`src/design/pcc_pkg.sv`:
```
// pcc_pkg: shared types, codes and constants of the palette color cycler
// no dependencies; imported by every module of the block

package pcc_pkg;

    localparam int NUM_RANGES_DEF = 4;
    localparam int MAX_CELLS_DEF  = 16;
    localparam int MAX_COLORS_DEF = 16;

    localparam int OP_W        = 2;
    localparam int RSEL_W      = 2;
    localparam int ESEL_W      = 4;
    localparam int RATE_W      = 15;
    localparam int CCNT_W      = 5;
    localparam int NCELL_W     = 5;
    localparam int REG_W       = 5;
    localparam int START_POS_W = 4;
    localparam int COLOR_W     = 12;

    localparam int INC_W       = 16;
    localparam int RANGES_W    = 3;
    localparam int CFG_IDX_W   = 1;
    localparam int CFG_DATA_W  = 16;

    localparam int PHASE_W     = 17;
    localparam int PHASE_MAX   = 131071;

    localparam logic [INC_W-1:0]    INC_RESET    = INC_W'((1 << 16) / 50);
    localparam logic [RANGES_W-1:0] RANGES_RESET = RANGES_W'(1);

    typedef enum logic [OP_W-1:0] {
        OP_TICK  = 2'd0,
        OP_SETUP = 2'd1,
        OP_CELL  = 2'd2,
        OP_COLOR = 2'd3
    } t_op;

    typedef enum logic [CFG_IDX_W-1:0] {
        CFG_PHASE_INC     = 1'b0,
        CFG_RANGES_IN_USE = 1'b1
    } t_cfg_idx;

    typedef enum logic [1:0] {
        ST_IDLE,
        ST_PHASE,
        ST_WALK,
        ST_FLUSH
    } t_state;

    typedef struct packed {
        logic load;
        logic phase;
        logic walk;
        logic walk_last;
    } t_dp_cmd;

    typedef struct packed {
        logic fire;
        logic has_cells;
        logic cell_end;
    } t_dp_sts;

endpackage

```
`src/design/pcc_ctrl.sv`:
```
// pcc_ctrl: sequencer of the color cycler, phase pass then cell walk
// depends on pcc_pkg; drives pcc_datapath through command and status

module pcc_ctrl import pcc_pkg::*; #(
    parameter int NUM_RANGES = NUM_RANGES_DEF,
    parameter int MAX_CELLS  = MAX_CELLS_DEF,
    parameter int RW         = (NUM_RANGES > 1) ? $clog2(NUM_RANGES) : 1,
    parameter int CW         = (MAX_CELLS > 1) ? $clog2(MAX_CELLS) : 1
) (
    input  logic                 i_clk,
    input  logic                 i_rst_n,
    input  logic                 i_start,
    input  logic [OP_W-1:0]      i_op,
    input  logic                 i_cfg_we,
    input  logic [CFG_IDX_W-1:0] i_cfg_idx,
    input  logic [RANGES_W-1:0]  i_cfg_ranges,
    input  t_dp_sts              i_sts,
    output t_dp_cmd              o_cmd,
    output logic [RW-1:0]        o_rng,
    output logic [CW-1:0]        o_cell,
    output logic                 o_busy
);

    t_state                r_state, n_state;
    logic [RANGES_W-1:0]   r_ranges;
    logic [RW-1:0]         r_rng, n_rng;
    logic [RW-1:0]         r_rng_end, n_rng_end;
    logic [RW-1:0]         r_last_rng, n_last_rng;
    logic [CW-1:0]         r_cell, n_cell;
    logic [NUM_RANGES-1:0] r_act, n_act;
    logic                  r_any, n_any;

    logic accept, tick, act_now, walk_act, at_end, walk_done;

    assign accept    = i_start && (r_state == ST_IDLE);
    assign tick      = accept && (t_op'(i_op) == OP_TICK);
    assign act_now   = i_sts.fire && i_sts.has_cells;
    assign walk_act  = r_act[r_rng];
    assign at_end    = (r_rng == r_rng_end);
    assign walk_done = walk_act && i_sts.cell_end && (r_rng == r_last_rng);

    // next state
    always_comb begin
        n_state = r_state;
        unique case (r_state)
            ST_IDLE:  if (tick) n_state = ST_PHASE;
            ST_PHASE: if (at_end) n_state = (r_any || act_now) ? ST_WALK : ST_IDLE;
            ST_WALK:  if (walk_done) n_state = ST_FLUSH;
            ST_FLUSH: n_state = ST_IDLE;
            default:  n_state = ST_IDLE;
        endcase
    end

    // outputs
    always_comb begin
        o_cmd.load      = accept && (t_op'(i_op) != OP_TICK);
        o_cmd.phase     = (r_state == ST_PHASE);
        o_cmd.walk      = (r_state == ST_WALK) && walk_act;
        o_cmd.walk_last = (r_state == ST_WALK) && walk_done;
        o_busy          = (r_state != ST_IDLE);
    end

    assign o_rng  = r_rng;
    assign o_cell = r_cell;

    // counters
    always_comb begin
        int cnt;
        cnt        = int'(r_ranges);
        n_rng      = r_rng;
        n_rng_end  = r_rng_end;
        n_last_rng = r_last_rng;
        n_cell     = r_cell;
        n_act      = r_act;
        n_any      = r_any;
        if (cnt == 0) cnt = 1;
        if (cnt > NUM_RANGES) cnt = NUM_RANGES;
        unique case (r_state)
            ST_IDLE: begin
                if (tick) begin
                    n_rng     = '0;
                    n_cell    = '0;
                    n_act     = '0;
                    n_any     = 1'b0;
                    n_rng_end = RW'(cnt - 1);
                end
            end
            ST_PHASE: begin
                n_act[r_rng] = act_now;
                if (act_now) begin
                    n_last_rng = r_rng;
                    n_any      = 1'b1;
                end
                n_rng = at_end ? '0 : r_rng + RW'(1);
            end
            ST_WALK: begin
                if (!walk_act) begin
                    n_rng = r_rng + RW'(1);
                end else if (i_sts.cell_end) begin
                    n_rng  = r_rng + RW'(1);
                    n_cell = '0;
                end else begin
                    n_cell = r_cell + CW'(1);
                end
            end
            ST_FLUSH: n_cell = '0;
            default:  n_cell = '0;
        endcase
    end

    always_ff @(posedge i_clk) begin
        if (!i_rst_n) begin
            r_state    <= ST_IDLE;
            r_ranges   <= RANGES_RESET;
            r_rng      <= '0;
            r_rng_end  <= '0;
            r_last_rng <= '0;
            r_cell     <= '0;
            r_act      <= '0;
            r_any      <= 1'b0;
        end else begin
            r_state    <= n_state;
            r_rng      <= n_rng;
            r_rng_end  <= n_rng_end;
            r_last_rng <= n_last_rng;
            r_cell     <= n_cell;
            r_act      <= n_act;
            r_any      <= n_any;
            if (i_cfg_we && (t_cfg_idx'(i_cfg_idx) == CFG_RANGES_IN_USE)) begin
                r_ranges <= i_cfg_ranges;
            end
        end
    end

endmodule

```
`src/design/pcc_datapath.sv`:
```
// pcc_datapath: range registers, phase arithmetic, cell and color memories
// depends on pcc_pkg; commanded by pcc_ctrl

module pcc_datapath import pcc_pkg::*; #(
    parameter int NUM_RANGES = NUM_RANGES_DEF,
    parameter int MAX_CELLS  = MAX_CELLS_DEF,
    parameter int MAX_COLORS = MAX_COLORS_DEF,
    parameter int RW         = (NUM_RANGES > 1) ? $clog2(NUM_RANGES) : 1,
    parameter int CW         = (MAX_CELLS > 1) ? $clog2(MAX_CELLS) : 1
) (
    input  logic                   i_clk,
    input  logic                   i_rst_n,
    input  t_dp_cmd                i_cmd,
    input  logic [RW-1:0]          i_rng,
    input  logic [CW-1:0]          i_cell,
    output t_dp_sts                o_sts,
    input  logic                   i_cfg_we,
    input  logic [CFG_IDX_W-1:0]   i_cfg_idx,
    input  logic [INC_W-1:0]       i_cfg_inc,
    input  logic [OP_W-1:0]        i_op,
    input  logic [RSEL_W-1:0]      i_range_sel,
    input  logic [ESEL_W-1:0]      i_entry_sel,
    input  logic [RATE_W-1:0]      i_rate_value,
    input  logic [CCNT_W-1:0]      i_color_count,
    input  logic [NCELL_W-1:0]     i_cell_count,
    input  logic [REG_W-1:0]       i_reg_number,
    input  logic [START_POS_W-1:0] i_start_position,
    input  logic [COLOR_W-1:0]     i_color_word,
    output logic                   o_strobe,
    output logic [REG_W-1:0]       o_color_register,
    output logic [COLOR_W-1:0]     o_color_value,
    output logic                   o_last_flag
);

    localparam int CCW    = $clog2(MAX_COLORS + 1);
    localparam int CNTW   = $clog2(MAX_CELLS + 1);
    localparam int PW     = ($clog2(MAX_COLORS) > START_POS_W) ? $clog2(MAX_COLORS)
                                                               : START_POS_W;
    localparam int CELL_D = NUM_RANGES * MAX_CELLS;
    localparam int COL_D  = NUM_RANGES * MAX_COLORS;
    localparam int CAW    = (CELL_D > 1) ? $clog2(CELL_D) : 1;
    localparam int KAW    = (COL_D > 1) ? $clog2(COL_D) : 1;
    localparam int SUM_W  = PHASE_W + 1;
    localparam int CWORD  = REG_W + PW;

    logic [INC_W-1:0]   r_inc;
    logic [PHASE_W-1:0] r_phase [NUM_RANGES];
    logic [RATE_W-1:0]  r_rate  [NUM_RANGES];
    logic [CCW-1:0]     r_ccnt  [NUM_RANGES];
    logic [CNTW-1:0]    r_ncell [NUM_RANGES];

    logic [CWORD-1:0]   mem_cell [CELL_D];
    logic [COLOR_W-1:0] mem_col  [COL_D];

    logic [CWORD-1:0]   r_cell_q;
    logic [COLOR_W-1:0] r_col_q;
    logic               r_s1_vld, r_s1_last;
    logic [RW-1:0]      r_s1_rng;
    logic [CAW-1:0]     r_s1_addr;
    logic               r_s2_vld, r_s2_last;
    logic [REG_W-1:0]   r_s2_reg;

    logic [SUM_W-1:0]   sum, diff;
    logic               fire;
    logic [PHASE_W-1:0] phase_new;
    logic               rsel_ok, setup_hit, cell_hit, color_hit;
    logic [CCW-1:0]     cc_sat;
    logic [CNTW-1:0]    cells_sat;
    logic [PW-1:0]      new_pos;
    logic               cell_we;
    logic [CAW-1:0]     cell_waddr, walk_addr;
    logic [CWORD-1:0]   cell_wdata;
    logic [KAW-1:0]     col_waddr, col_raddr;

    // phase update
    always_comb begin
        sum  = {1'b0, r_phase[i_rng]} + SUM_W'(r_inc);
        fire = (sum >= SUM_W'(r_rate[i_rng]));
        diff = fire ? sum - SUM_W'(r_rate[i_rng]) : sum;
        phase_new = (diff > SUM_W'(PHASE_MAX)) ? PHASE_W'(PHASE_MAX) : diff[PHASE_W-1:0];
    end

    assign o_sts.fire      = fire;
    assign o_sts.has_cells = (r_ncell[i_rng] != '0);
    assign o_sts.cell_end  = ((int'(i_cell) + 1) == int'(r_ncell[i_rng]));

    // load decode
    assign rsel_ok   = (int'(i_range_sel) < NUM_RANGES);
    assign setup_hit = i_cmd.load && rsel_ok && (t_op'(i_op) == OP_SETUP);
    assign cell_hit  = i_cmd.load && rsel_ok && (t_op'(i_op) == OP_CELL)
                       && (int'(i_entry_sel) < MAX_CELLS);
    assign color_hit = i_cmd.load && rsel_ok && (t_op'(i_op) == OP_COLOR)
                       && (int'(i_entry_sel) < MAX_COLORS);
    assign cc_sat    = (int'(i_color_count) > MAX_COLORS) ? CCW'(MAX_COLORS)
                                                          : CCW'(i_color_count);
    assign cells_sat = (int'(i_cell_count) > MAX_CELLS) ? CNTW'(MAX_CELLS)
                                                        : CNTW'(i_cell_count);

    always_ff @(posedge i_clk) begin
        if (!i_rst_n) begin
            r_inc <= INC_RESET;
            for (int i = 0; i < NUM_RANGES; i++) begin
                r_phase[i] <= '0;
                r_rate[i]  <= '0;
                r_ccnt[i]  <= CCW'(1);
                r_ncell[i] <= '0;
            end
        end else begin
            if (i_cfg_we && (t_cfg_idx'(i_cfg_idx) == CFG_PHASE_INC)) begin
                r_inc <= i_cfg_inc;
            end
            for (int i = 0; i < NUM_RANGES; i++) begin
                if (setup_hit && (int'(i_range_sel) == i)) begin
                    r_rate[i]  <= i_rate_value;
                    r_ccnt[i]  <= cc_sat;
                    r_ncell[i] <= cells_sat;
                    r_phase[i] <= '0;
                end else if (i_cmd.phase && (int'(i_rng) == i)) begin
                    r_phase[i] <= phase_new;
                end
            end
        end
    end

    // cell advance
    always_comb begin
        if ((int'(r_cell_q[PW-1:0]) + 1) >= int'(r_ccnt[r_s1_rng])) begin
            new_pos = '0;
        end else begin
            new_pos = r_cell_q[PW-1:0] + PW'(1);
        end
    end

    assign walk_addr  = CAW'(int'(i_rng) * MAX_CELLS + int'(i_cell));
    assign cell_we    = r_s1_vld || cell_hit;
    assign cell_waddr = r_s1_vld ? r_s1_addr
                                 : CAW'(int'(i_range_sel) * MAX_CELLS + int'(i_entry_sel));
    assign cell_wdata = r_s1_vld ? {r_cell_q[PW +: REG_W], new_pos}
                                 : {i_reg_number, PW'(i_start_position)};
    assign col_waddr  = KAW'(int'(i_range_sel) * MAX_COLORS + int'(i_entry_sel));
    assign col_raddr  = KAW'(int'(r_s1_rng) * MAX_COLORS + int'(new_pos));

    always_ff @(posedge i_clk) begin
        if (cell_we) mem_cell[cell_waddr] <= cell_wdata;
        if (i_cmd.walk) r_cell_q <= mem_cell[walk_addr];
    end

    always_ff @(posedge i_clk) begin
        if (color_hit) mem_col[col_waddr] <= i_color_word;
        if (r_s1_vld) r_col_q <= mem_col[col_raddr];
    end

    // read pipeline
    always_ff @(posedge i_clk) begin
        if (!i_rst_n) begin
            r_s1_vld  <= 1'b0;
            r_s1_last <= 1'b0;
            r_s2_vld  <= 1'b0;
            r_s2_last <= 1'b0;
        end else begin
            r_s1_vld  <= i_cmd.walk;
            r_s1_last <= i_cmd.walk_last;
            r_s2_vld  <= r_s1_vld;
            r_s2_last <= r_s1_vld && r_s1_last;
        end
    end

    always_ff @(posedge i_clk) begin
        if (i_cmd.walk) begin
            r_s1_rng  <= i_rng;
            r_s1_addr <= walk_addr;
        end
        if (r_s1_vld) r_s2_reg <= r_cell_q[PW +: REG_W];
    end

    assign o_strobe         = r_s2_vld;
    assign o_color_register = r_s2_reg;
    assign o_color_value    = r_col_q;
    assign o_last_flag      = r_s2_last;

endmodule

```
`src/design/palette_color_cycler_unit.sv`:
```
// palette_color_cycler_unit: top level of the palette color cycler
// depends on pcc_pkg, pcc_ctrl and pcc_datapath
//
// channel   direction  handshake                    payload
// command   in         start & !busy                i_op .. i_color_word
// result    out        o_strobe, one cycle          o_color_register, o_color_value,
//                                                   o_last_flag
// config    in         i_cfg_we                     i_cfg_idx, i_cfg_wdata
//
// a load transaction is applied when accepted; a tick runs a phase pass over each
// range in use (clamped to 1..NUM_RANGES), then, if any range fires, walks each cell
// of each firing range, stepping past non-firing ones below the last, then flushes
// results follow the cell and then the color memory read, one cell per cycle at most
// synchronous active-low reset returns all range registers to their reset values
// results cannot be stalled; busy falls in the cycle that shows the final result, if any

module palette_color_cycler_unit import pcc_pkg::*; #(
    parameter int NUM_RANGES = NUM_RANGES_DEF,
    parameter int MAX_CELLS  = MAX_CELLS_DEF,
    parameter int MAX_COLORS = MAX_COLORS_DEF
) (
    input  logic                   i_clk,
    input  logic                   i_rst_n,
    input  logic                   start,
    output logic                   busy,
    input  logic [OP_W-1:0]        i_op,
    input  logic [RSEL_W-1:0]      i_range_sel,
    input  logic [ESEL_W-1:0]      i_entry_sel,
    input  logic [RATE_W-1:0]      i_rate_value,
    input  logic [CCNT_W-1:0]      i_color_count,
    input  logic [NCELL_W-1:0]     i_cell_count,
    input  logic [REG_W-1:0]       i_reg_number,
    input  logic [START_POS_W-1:0] i_start_position,
    input  logic [COLOR_W-1:0]     i_color_word,
    output logic                   o_strobe,
    output logic [REG_W-1:0]       o_color_register,
    output logic [COLOR_W-1:0]     o_color_value,
    output logic                   o_last_flag,
    input  logic                   i_cfg_we,
    input  logic [CFG_IDX_W-1:0]   i_cfg_idx,
    input  logic [CFG_DATA_W-1:0]  i_cfg_wdata
);

    localparam int RW = (NUM_RANGES > 1) ? $clog2(NUM_RANGES) : 1;
    localparam int CW = (MAX_CELLS > 1) ? $clog2(MAX_CELLS) : 1;

    t_dp_cmd       cmd;
    t_dp_sts       sts;
    logic [RW-1:0] rng;
    logic [CW-1:0] walk_cell;

    pcc_ctrl #(
        .NUM_RANGES (NUM_RANGES),
        .MAX_CELLS  (MAX_CELLS),
        .RW         (RW),
        .CW         (CW)
    ) u_ctrl (
        .i_clk        (i_clk),
        .i_rst_n      (i_rst_n),
        .i_start      (start),
        .i_op         (i_op),
        .i_cfg_we     (i_cfg_we),
        .i_cfg_idx    (i_cfg_idx),
        .i_cfg_ranges (i_cfg_wdata[RANGES_W-1:0]),
        .i_sts        (sts),
        .o_cmd        (cmd),
        .o_rng        (rng),
        .o_cell       (walk_cell),
        .o_busy       (busy)
    );

    pcc_datapath #(
        .NUM_RANGES (NUM_RANGES),
        .MAX_CELLS  (MAX_CELLS),
        .MAX_COLORS (MAX_COLORS),
        .RW         (RW),
        .CW         (CW)
    ) u_dp (
        .i_clk            (i_clk),
        .i_rst_n          (i_rst_n),
        .i_cmd            (cmd),
        .i_rng            (rng),
        .i_cell           (walk_cell),
        .o_sts            (sts),
        .i_cfg_we         (i_cfg_we),
        .i_cfg_idx        (i_cfg_idx),
        .i_cfg_inc        (i_cfg_wdata[INC_W-1:0]),
        .i_op             (i_op),
        .i_range_sel      (i_range_sel),
        .i_entry_sel      (i_entry_sel),
        .i_rate_value     (i_rate_value),
        .i_color_count    (i_color_count),
        .i_cell_count     (i_cell_count),
        .i_reg_number     (i_reg_number),
        .i_start_position (i_start_position),
        .i_color_word     (i_color_word),
        .o_strobe         (o_strobe),
        .o_color_register (o_color_register),
        .o_color_value    (o_color_value),
        .o_last_flag      (o_last_flag)
    );

endmodule

```
`config.mk`:
```
export PLATFORM = sky130hd
export DESIGN_NAME = palette_color_cycler_unit
export DESIGN_NICKNAME = d
export VERILOG_FILES = /design/src/design/pcc_pkg.sv /design/src/design/pcc_ctrl.sv /design/src/design/pcc_datapath.sv /design/src/design/palette_color_cycler_unit.sv
export SDC_FILE = /design/constraint.sdc
export NUM_CORES = 2
export LEC_CHECK = 0
export BUFFER_PORTS_ARGS = -buffer_cell sky130_fd_sc_hd__buf_2
export CORE_UTILIZATION = 55
export CTS_BUF_LIST = sky130_fd_sc_hd__clkbuf_2
export CTS_CLUSTER_DIAMETER = 150
export CTS_CLUSTER_SIZE = 24
export DETAILED_ROUTE_END_ITERATION = 6
export GPL_ROUTABILITY_DRIVEN = 0
export PLACE_DENSITY = 0.71
export REMOVE_ABC_BUFFERS = 1
export SETUP_SLACK_MARGIN = 0.15
export SLEW_MARGIN = 10
export SYNTH_ARGS = -nofsm -noshare
export SYNTH_HDL_FRONTEND = slang
export SYNTH_SLANG_ARGS = --single-unit
```
`constraint.sdc`:
```
create_clock -name i_clk -period 10.3 [get_ports i_clk]
set_clock_uncertainty 0.15 [all_clocks]
set_input_delay 3.09 -clock i_clk [delete_from_list [all_inputs] [get_ports i_clk]]
set_output_delay 3.09 -clock i_clk [all_outputs]
set_load 0.005 [all_outputs]
```
-- Word level (Yosys, flattened, before mapping)
Memory sizes are Yosys's and may differ from the RTL's. A register that Yosys moved wholly into a read port is not among the register bits.
Cells that the tools add are included.
- register bits after elaboration: 53
- bits in latches: 0
- bits in writable memories: 1512
- memory bits (read-only): 0
- logic and storage cells: 218
- memories kept: 6
- memory list (memory ; depth ; bits a word ; read ports ; clocked after Yosys merged registers in ; wr ports ; line ; RTL):
    u_dp.mem_col ; 64 ; 12 ; 1 ; 1 ; 1 ; pcc_datapath.sv:53 ; logic [COLOR_W-1:0] mem_col [COL_D];
    u_dp.mem_cell ; 64 ; 9 ; 1 ; 1 ; 1 ; pcc_datapath.sv:52 ; logic [CWORD-1:0] mem_cell [CELL_D];
    u_dp.r_phase ; 4 ; 17 ; 1 ; 1 ; 4 ; pcc_datapath.sv:47 ; logic [PHASE_W-1:0] r_phase [NUM_RANGES];
    u_dp.r_rate ; 4 ; 15 ; 1 ; 1 ; 4 ; pcc_datapath.sv:48 ; logic [RATE_W-1:0] r_rate [NUM_RANGES];
    u_dp.r_ccnt ; 4 ; 5 ; 1 ; 1 ; 4 ; pcc_datapath.sv:49 ; logic [CCW-1:0] r_ccnt [NUM_RANGES];
    u_dp.r_ncell ; 4 ; 5 ; 1 ; 1 ; 4 ; pcc_datapath.sv:50 ; logic [CNTW-1:0] r_ncell [NUM_RANGES];
- add/subtract/negate cells: 11
- multipliers: 0
- div/mod/pow operators: 0
- order comparisons: 8
- eq/ne operators: 21
- shift-type cells: 0
- mux-type cells: 92
- bitwise operators: 21
- reduce and logical (&&, ||, !) cells: 43
- operator list (kind ; count):
    17-bit two-way mux ; 9
    15-bit two-way mux ; 4
    5-bit two-way mux ; 10
    1-bit two-way mux ; 37
    32-bit by 6-bit == test with 1-bit output ; 1
    32-bit by 6-bit greater-or-equal comparator with 1-bit output ; 1
    2-bit two-way mux ; 16
    1-bit logical AND ; 23
    1-bit bitwise OR ; 20
    17-bit by 16-bit adder with 18-bit output ; 1
    6-bit by 4-bit adder with 6-bit output ; 3
    18-bit by 15-bit greater-or-equal comparator with 1-bit output ; 1
    18-bit by 17-bit > comparator with 1-bit output (second input constant) ; 1
    18-bit two-way mux ; 1
    18-bit by 15-bit subtractor with 18-bit output ; 1
    2-bit == test (second input constant) ; 8
    4-bit two-way mux ; 4
    4-bit one-hot mux with 3 select lines ; 1
    3-bit AND reduction ; 4
    4-bit by 1-bit adder with 5-bit output (second input constant) ; 2
    5-bit > comparator (second input constant) ; 2
    9-bit two-way mux ; 1
    4-bit by 1-bit adder with 4-bit output (second input constant) ; 2
    2-bit by 1-bit == test with 1-bit output (second input constant) ; 4
    26 further kinds ; 39

-- Depth between registers and ports, before layout
- word-level depth: 10
- depth in mapped cells: 21
- gate-level depth less buffers: 18

-- Hierarchy
A second synthesis with hierarchy kept.
- cells, all modules: 3873
- area total of the unflattened synthesis: 64588.2 um^2
- by module, submodules not included (module ; instances ; cells an instance ; area each (um^2) ; sequential area each (um^2)):
    pcc_datapath ; 1 ; 3739 ; 63398.3 ; 46804.9
    pcc_ctrl ; 1 ; 134 ; 1189.9 ; 400.4

-- Least setup slack after synthesis
Ideal clock, no wire load.
- path type: reg-to-reg
- start point: reg u_dp.r_cell_q[0] (read register of u_dp.mem_cell)
- end point: mem u_dp.mem_cell[0][1] (netlist name) (data pin)
- library setup time: 0.702 ns
- data arrival time: 5.730 ns
- required time: 9.448 ns
- path slack: 3.717 ns
- stages on the path, launching flop included: 16
- path through: edfxtp_1 -> ha_1 -> xnor2_1 -> inv_1 -> buf_2 -> buf_2 -> buf_2 -> buf_1 -> ha_1 -> a21oi_1 -> o21a_1 -> o21ai_1 -> or2_2 -> clkbuf_1 -> clkbuf_1 -> o21ai_0
- cells in the longest elaborated chain, start to end: 4
- elaborated cells on any way between the ends: 5
- classes of those cells: add/sub: 2; order compare: 1; mux: 2
- RTL lines (element ; line ; RTL):
    from (decl) ; pcc_datapath.sv:55 ; logic [CWORD-1:0] r_cell_q;
    4-bit by 1-bit adder with 5-bit output ; pcc_datapath.sv:127 ; if ((int'(r_cell_q[PW-1:0]) + 1) >= int'(r_ccnt[r_s1_rng])) begin
    32-bit by 6-bit greater-or-equal comparator with 1-bit output ; pcc_datapath.sv:127 ;
    4-bit two-way mux (*) ; pcc_datapath.sv:127 ;
    9-bit two-way mux (*) ; pcc_datapath.sv:138 ; assign cell_wdata = r_s1_vld ? {r_cell_q[PW +: REG_W], new_pos}
    via u_dp.cell_wdata[1] ; pcc_datapath.sv:72 ; logic [CWORD-1:0] cell_wdata;
    to (decl) ; pcc_datapath.sv:52 ;
The timed path passes the listed nets; every way through them passes the cells marked *.

==> flow_summary.ini <==
[timing]
worstMarginPinSlew_ns = 1.18
timing.final.setup_violations = 0
rsz0062_at_grt = false
final-max-slew-violation-count = 0
fin_crit_ns = 6.15
final.hold.worst_slack_ns = 0.328
max_slew_margin_pct = 21.2
hold_viol_final = 0
fmaxAchievable_ghz = 0.163
min_period_over_period_pct = 59.7

[floorplanning]
core.rowCount = 125
dieWidth_um = 344
die_height_um = 344
coreArea_sq_um = 116000
die-area_sq_um = 118000
start_util_pct = 55.4
io_pins = 95

[layout]
fin_nets = 3844
post-route-util_pct = 57.7
area_growth_pct = 4.23
drive_above_1_share_pct = 16.5
final_cells = 5280
multi_input_comb_area_sq_um = 16100
final.fill_count = 8692
fin_area_sq_um = 67000
sequential_area_sq_um = 47300

[synth]
postSynthRegisterBits = 1588
ys.warnings.count = 0
yosys.cell_types.count = 81
yosys.area.top_type = sky130_fd_sc_hd__edfxtp_1
netlist_area_sq_um = 64300
ys_top_cells_by_area = sky130_fd_sc_hd__edfxtp_1, sky130_fd_sc_hd__mux4_2, sky130_fd_sc_hd__nand2_1
syn-instance-count = 3687
mean_cell_area_of_the_mapped_netlist_sq_um = 17.4
part_of_the_yosys_area_used_for_sequential_elements_pct = 73.5
asyncSetResetFlopFracSynth_pct = 0
yosysTopAreaCellShare_pct = 72.1
yosys_most_used_dff = sky130_fd_sc_hd__edfxtp_1
synth_edf_count = 1544

[place]
place.port_buffers = 94
dp_hpwl_um = 93100
place.detailed.instances = 5167
dpl-instance-area_sq_um = 66400

[setup_path]
critPathArrivalTime_ns = 7.25
timing.critical_path.fanout_max = 64
series_of_cell_instances_along_the_critical_path = mux4_2, ha_1, fa_1, a211oi_1, o211ai_1, a31oi_1, o21bai_1, a21oi_1, xnor2_1, ha_1, a21oi_1, o21ai_0, a21o_1, a21oi_1, o21ai_1, o31a_2, nor2_4, buf_4, a21oi_1
critical_path.max_stage_delay_ns = 0.91
cell_mode_on_critical_path = sky130_fd_sc_hd__a21oi_1
timing.critical_path.from_type = flip-flop
r2r.worst_path.cells = 19
worstPathRequired_ns = 11.41
critPathKind = reg -> reg
critical_path.endpoint_type = flip-flop
worst_path_max_delay_cell = sky130_fd_sc_hd__dfxtp_2

[routing]
via_count = 34200
drt_wl_total_um = 151000
drt_pass_1_iters = 7
wl_per_cell_um = 28.6
drc_violations_left = 1
viasPerCell = 6.48
drt-initial-drc-count = 4880
final_antenna_net_count = 0

[global_route]
grtUsageTotal_pct = 25.7
grt_overflow = 0
largest_net_degree_at_the_start_of_global_routing = 135
globalRoute.busiestLayer = met2
grt_first_pass_wirelength_um = 220000
first_global_vias = 32500
globalRouteMet2Util_pct = 39.7
globalRouteMet3Util_pct = 4.62
antenna_violations_before_repair = 14
gr-usage-met1_pct = 38.4

[min_path]
worst_hold_path_type = reg -> reg
worstHoldPathCells = 2

[clock_network]
cts_post_setup_buffers_inserted = 0
clock_path_buffers = 3
cts_tree = yes
ctsHoldBuffers = 0
tritoncts.num_buffers = 76
clk_tree_root_cell = sky130_fd_sc_hd__clkbuf_2
clkLatencyLatePin_ns = 1.50
cts-resized-gates = 0
clkSlewWorstSetupHoldPaths_ns = 0.43
cts_num_sinks = 1588
cts_htree_levels = 3

[job]
drv.max_cap_violation_count = 0

[status]
outcome = finished with violations
failed_checks = design-rule violations

[power]
largest_voltage_drop_on_the_vdd_net_mv = 0.131
power.combinational.fraction_pct = 9.8
seq_power_share_pct = 70.1
cellLeakagePower_nw = 20.8
p_int_mw = 7.74
power_switching_share_pct = 24.3
power.density_nw_per_um2 = 152
p_sw_mw = 2.48
power_frac_clock_pct = 20.2
==> worst paths after layout <==
kind	start	to	slack, ns
setup reg to reg	flip-flop	u_dp.r_phase[0][0]	4.15
hold / removal	u_dp.r_inc[14]	u_dp.r_inc[14]	0.33
hold reg to reg	u_dp.r_inc[14]	u_dp.r_inc[14]	0.33
setup / recovery	flip-flop	u_dp.r_phase[0][0]	4.15
==> critical path, delay by kind of cell, from the launching register on <==
kind                     cells  cell delay, ns
buffers and inverters        1            0.51
AND/OR/NAND/NOR              1            0.10
adder cells (fa/ha/maj)      3            1.02
XOR/XNOR                     1            0.16
flip-flops                   1            0.91
AO/OA/AOI/OAI               12            2.42
multiplexers                 1            0.61
==> stage by stage <==
step	total power, mW	worst slack [ns]	setup TNS (ns)
after floorplan	7.94	-10.61	-1011.40
after global placement	8.26	3.68	0
after detailed placement	8.28	3.66	0
after CTS	10.2	4.07	0
after global routing	10.5	3.64	0
final	10.2	4.15	0
==> power groups by stage <==
stage / logic [mW] / registers [mW] / clock network [mW]
2_1_floorplan: 0.655 / 7.29 / 0
3_3_place_gp: 0.976 / 7.29 / 0
3_5_place_dp: 0.987 / 7.29 / 0
4_1_cts: 0.992 / 7.16 / 2.09
5_1_grt: 1.08 / 7.17 / 2.28
6_report: 0.999 / 7.16 / 2.06
==> kinds of logic after synthesis <==
logic type	count (synthesis)	synth area share, %
AND/OR/NAND/NOR	786	5.44
XOR/XNOR	39	0.531
adder cells (fa/ha/maj)	48	0.957
multiplexers	403	12.0
buffers and inverters	247	1.56
AO/OA/AOI/OAI	576	6.04
flip-flops	1588	73.5
==> per-layer routing <==
layer | vias up | share of wire [%] | wire (um)
met5 | - | 0.083 | 126
met4 | 18 | 2.3 | 3480
met3 | 202 | 10 | 15500
met2 | 1755 | 47 | 71200
met1 | 17500 | 40 | 60700
li1 | 14700 | - | -
==> layout by cell type, fill, tap and decap left out, drive strengths merged, types with 8 or more instances in the layout <==
cell type / netlist / final
o22a: 9 / 9
o32ai: 38 / 38
xor2: 16 / 16
o22ai: 22 / 22
a221oi: 35 / 35
ha: 46 / 46
and3: 25 / 25
and2: 54 / 54
edfxtp: 1544 / 1544
mux2: 13 / 13
dfxtp: 44 / 44
o31ai: 12 / 12
mux4: 292 / 292
mux2i: 98 / 98
a31o: 8 / 8
diode: 0 / 8
nand2b: 14 / 14
nand4: 18 / 18
a22oi: 14 / 14
inv: 43 / 45
a31oi: 48 / 48
a21oi: 167 / 167
o211ai: 42 / 42
a211oi: 19 / 19
nor3: 13 / 13
a221o: 9 / 9
nand2: 340 / 340
buf: 83 / 159
o21bai: 9 / 9
nor2b: 13 / 13
a21o: 26 / 26
nand3: 78 / 78
o21ai: 75 / 75
nor2: 204 / 204
xnor2: 23 / 23
o221ai: 9 / 9
clkbuf: 120 / 102
==> final cells by class <==
type	count	area share (%)
Antenna cell	8	0.0299
Clock buffer	102	0.762
Timing Repair Buffer	159	1.45
Tap cell	1524	2.85
Clock inverter	3	0.0747
Inverter	44	0.254
Sequential cell	1588	70.5
Multi-Input combinational cell	1852	24.1
==> synthesized netlist by cell type (46+ instances only) <==
cell type and count:
sky130_fd_sc_hd__o21ai_0 71, sky130_fd_sc_hd__a31oi_1 48, sky130_fd_sc_hd__ha_1 46, sky130_fd_sc_hd__mux2i_1 98, sky130_fd_sc_hd__mux4_2 292, sky130_fd_sc_hd__and2_1 54
sky130_fd_sc_hd__edfxtp_1 1544, sky130_fd_sc_hd__clkbuf_1 119, sky130_fd_sc_hd__nand2_1 339, sky130_fd_sc_hd__a21oi_1 166, sky130_fd_sc_hd__nor2_1 203, sky130_fd_sc_hd__nand3_1 78
==> sequential cells by signal (all words and copies together) (netlist names), 5 cells and up, named ones only <==
signal / count
u_dp.r_ncell: 20
u_dp.o_color_value: 12
u_dp.r_cell_q: 9
u_dp.r_rate: 60
u_dp.r_inc: 16
u_dp.r_s1_addr: 6
u_dp.mem_col: 768
u_dp.r_phase: 68
u_dp.mem_cell: 576
u_dp.r_ccnt: 20
u_dp.o_color_register: 5
(Power assumes the default switching activity.)
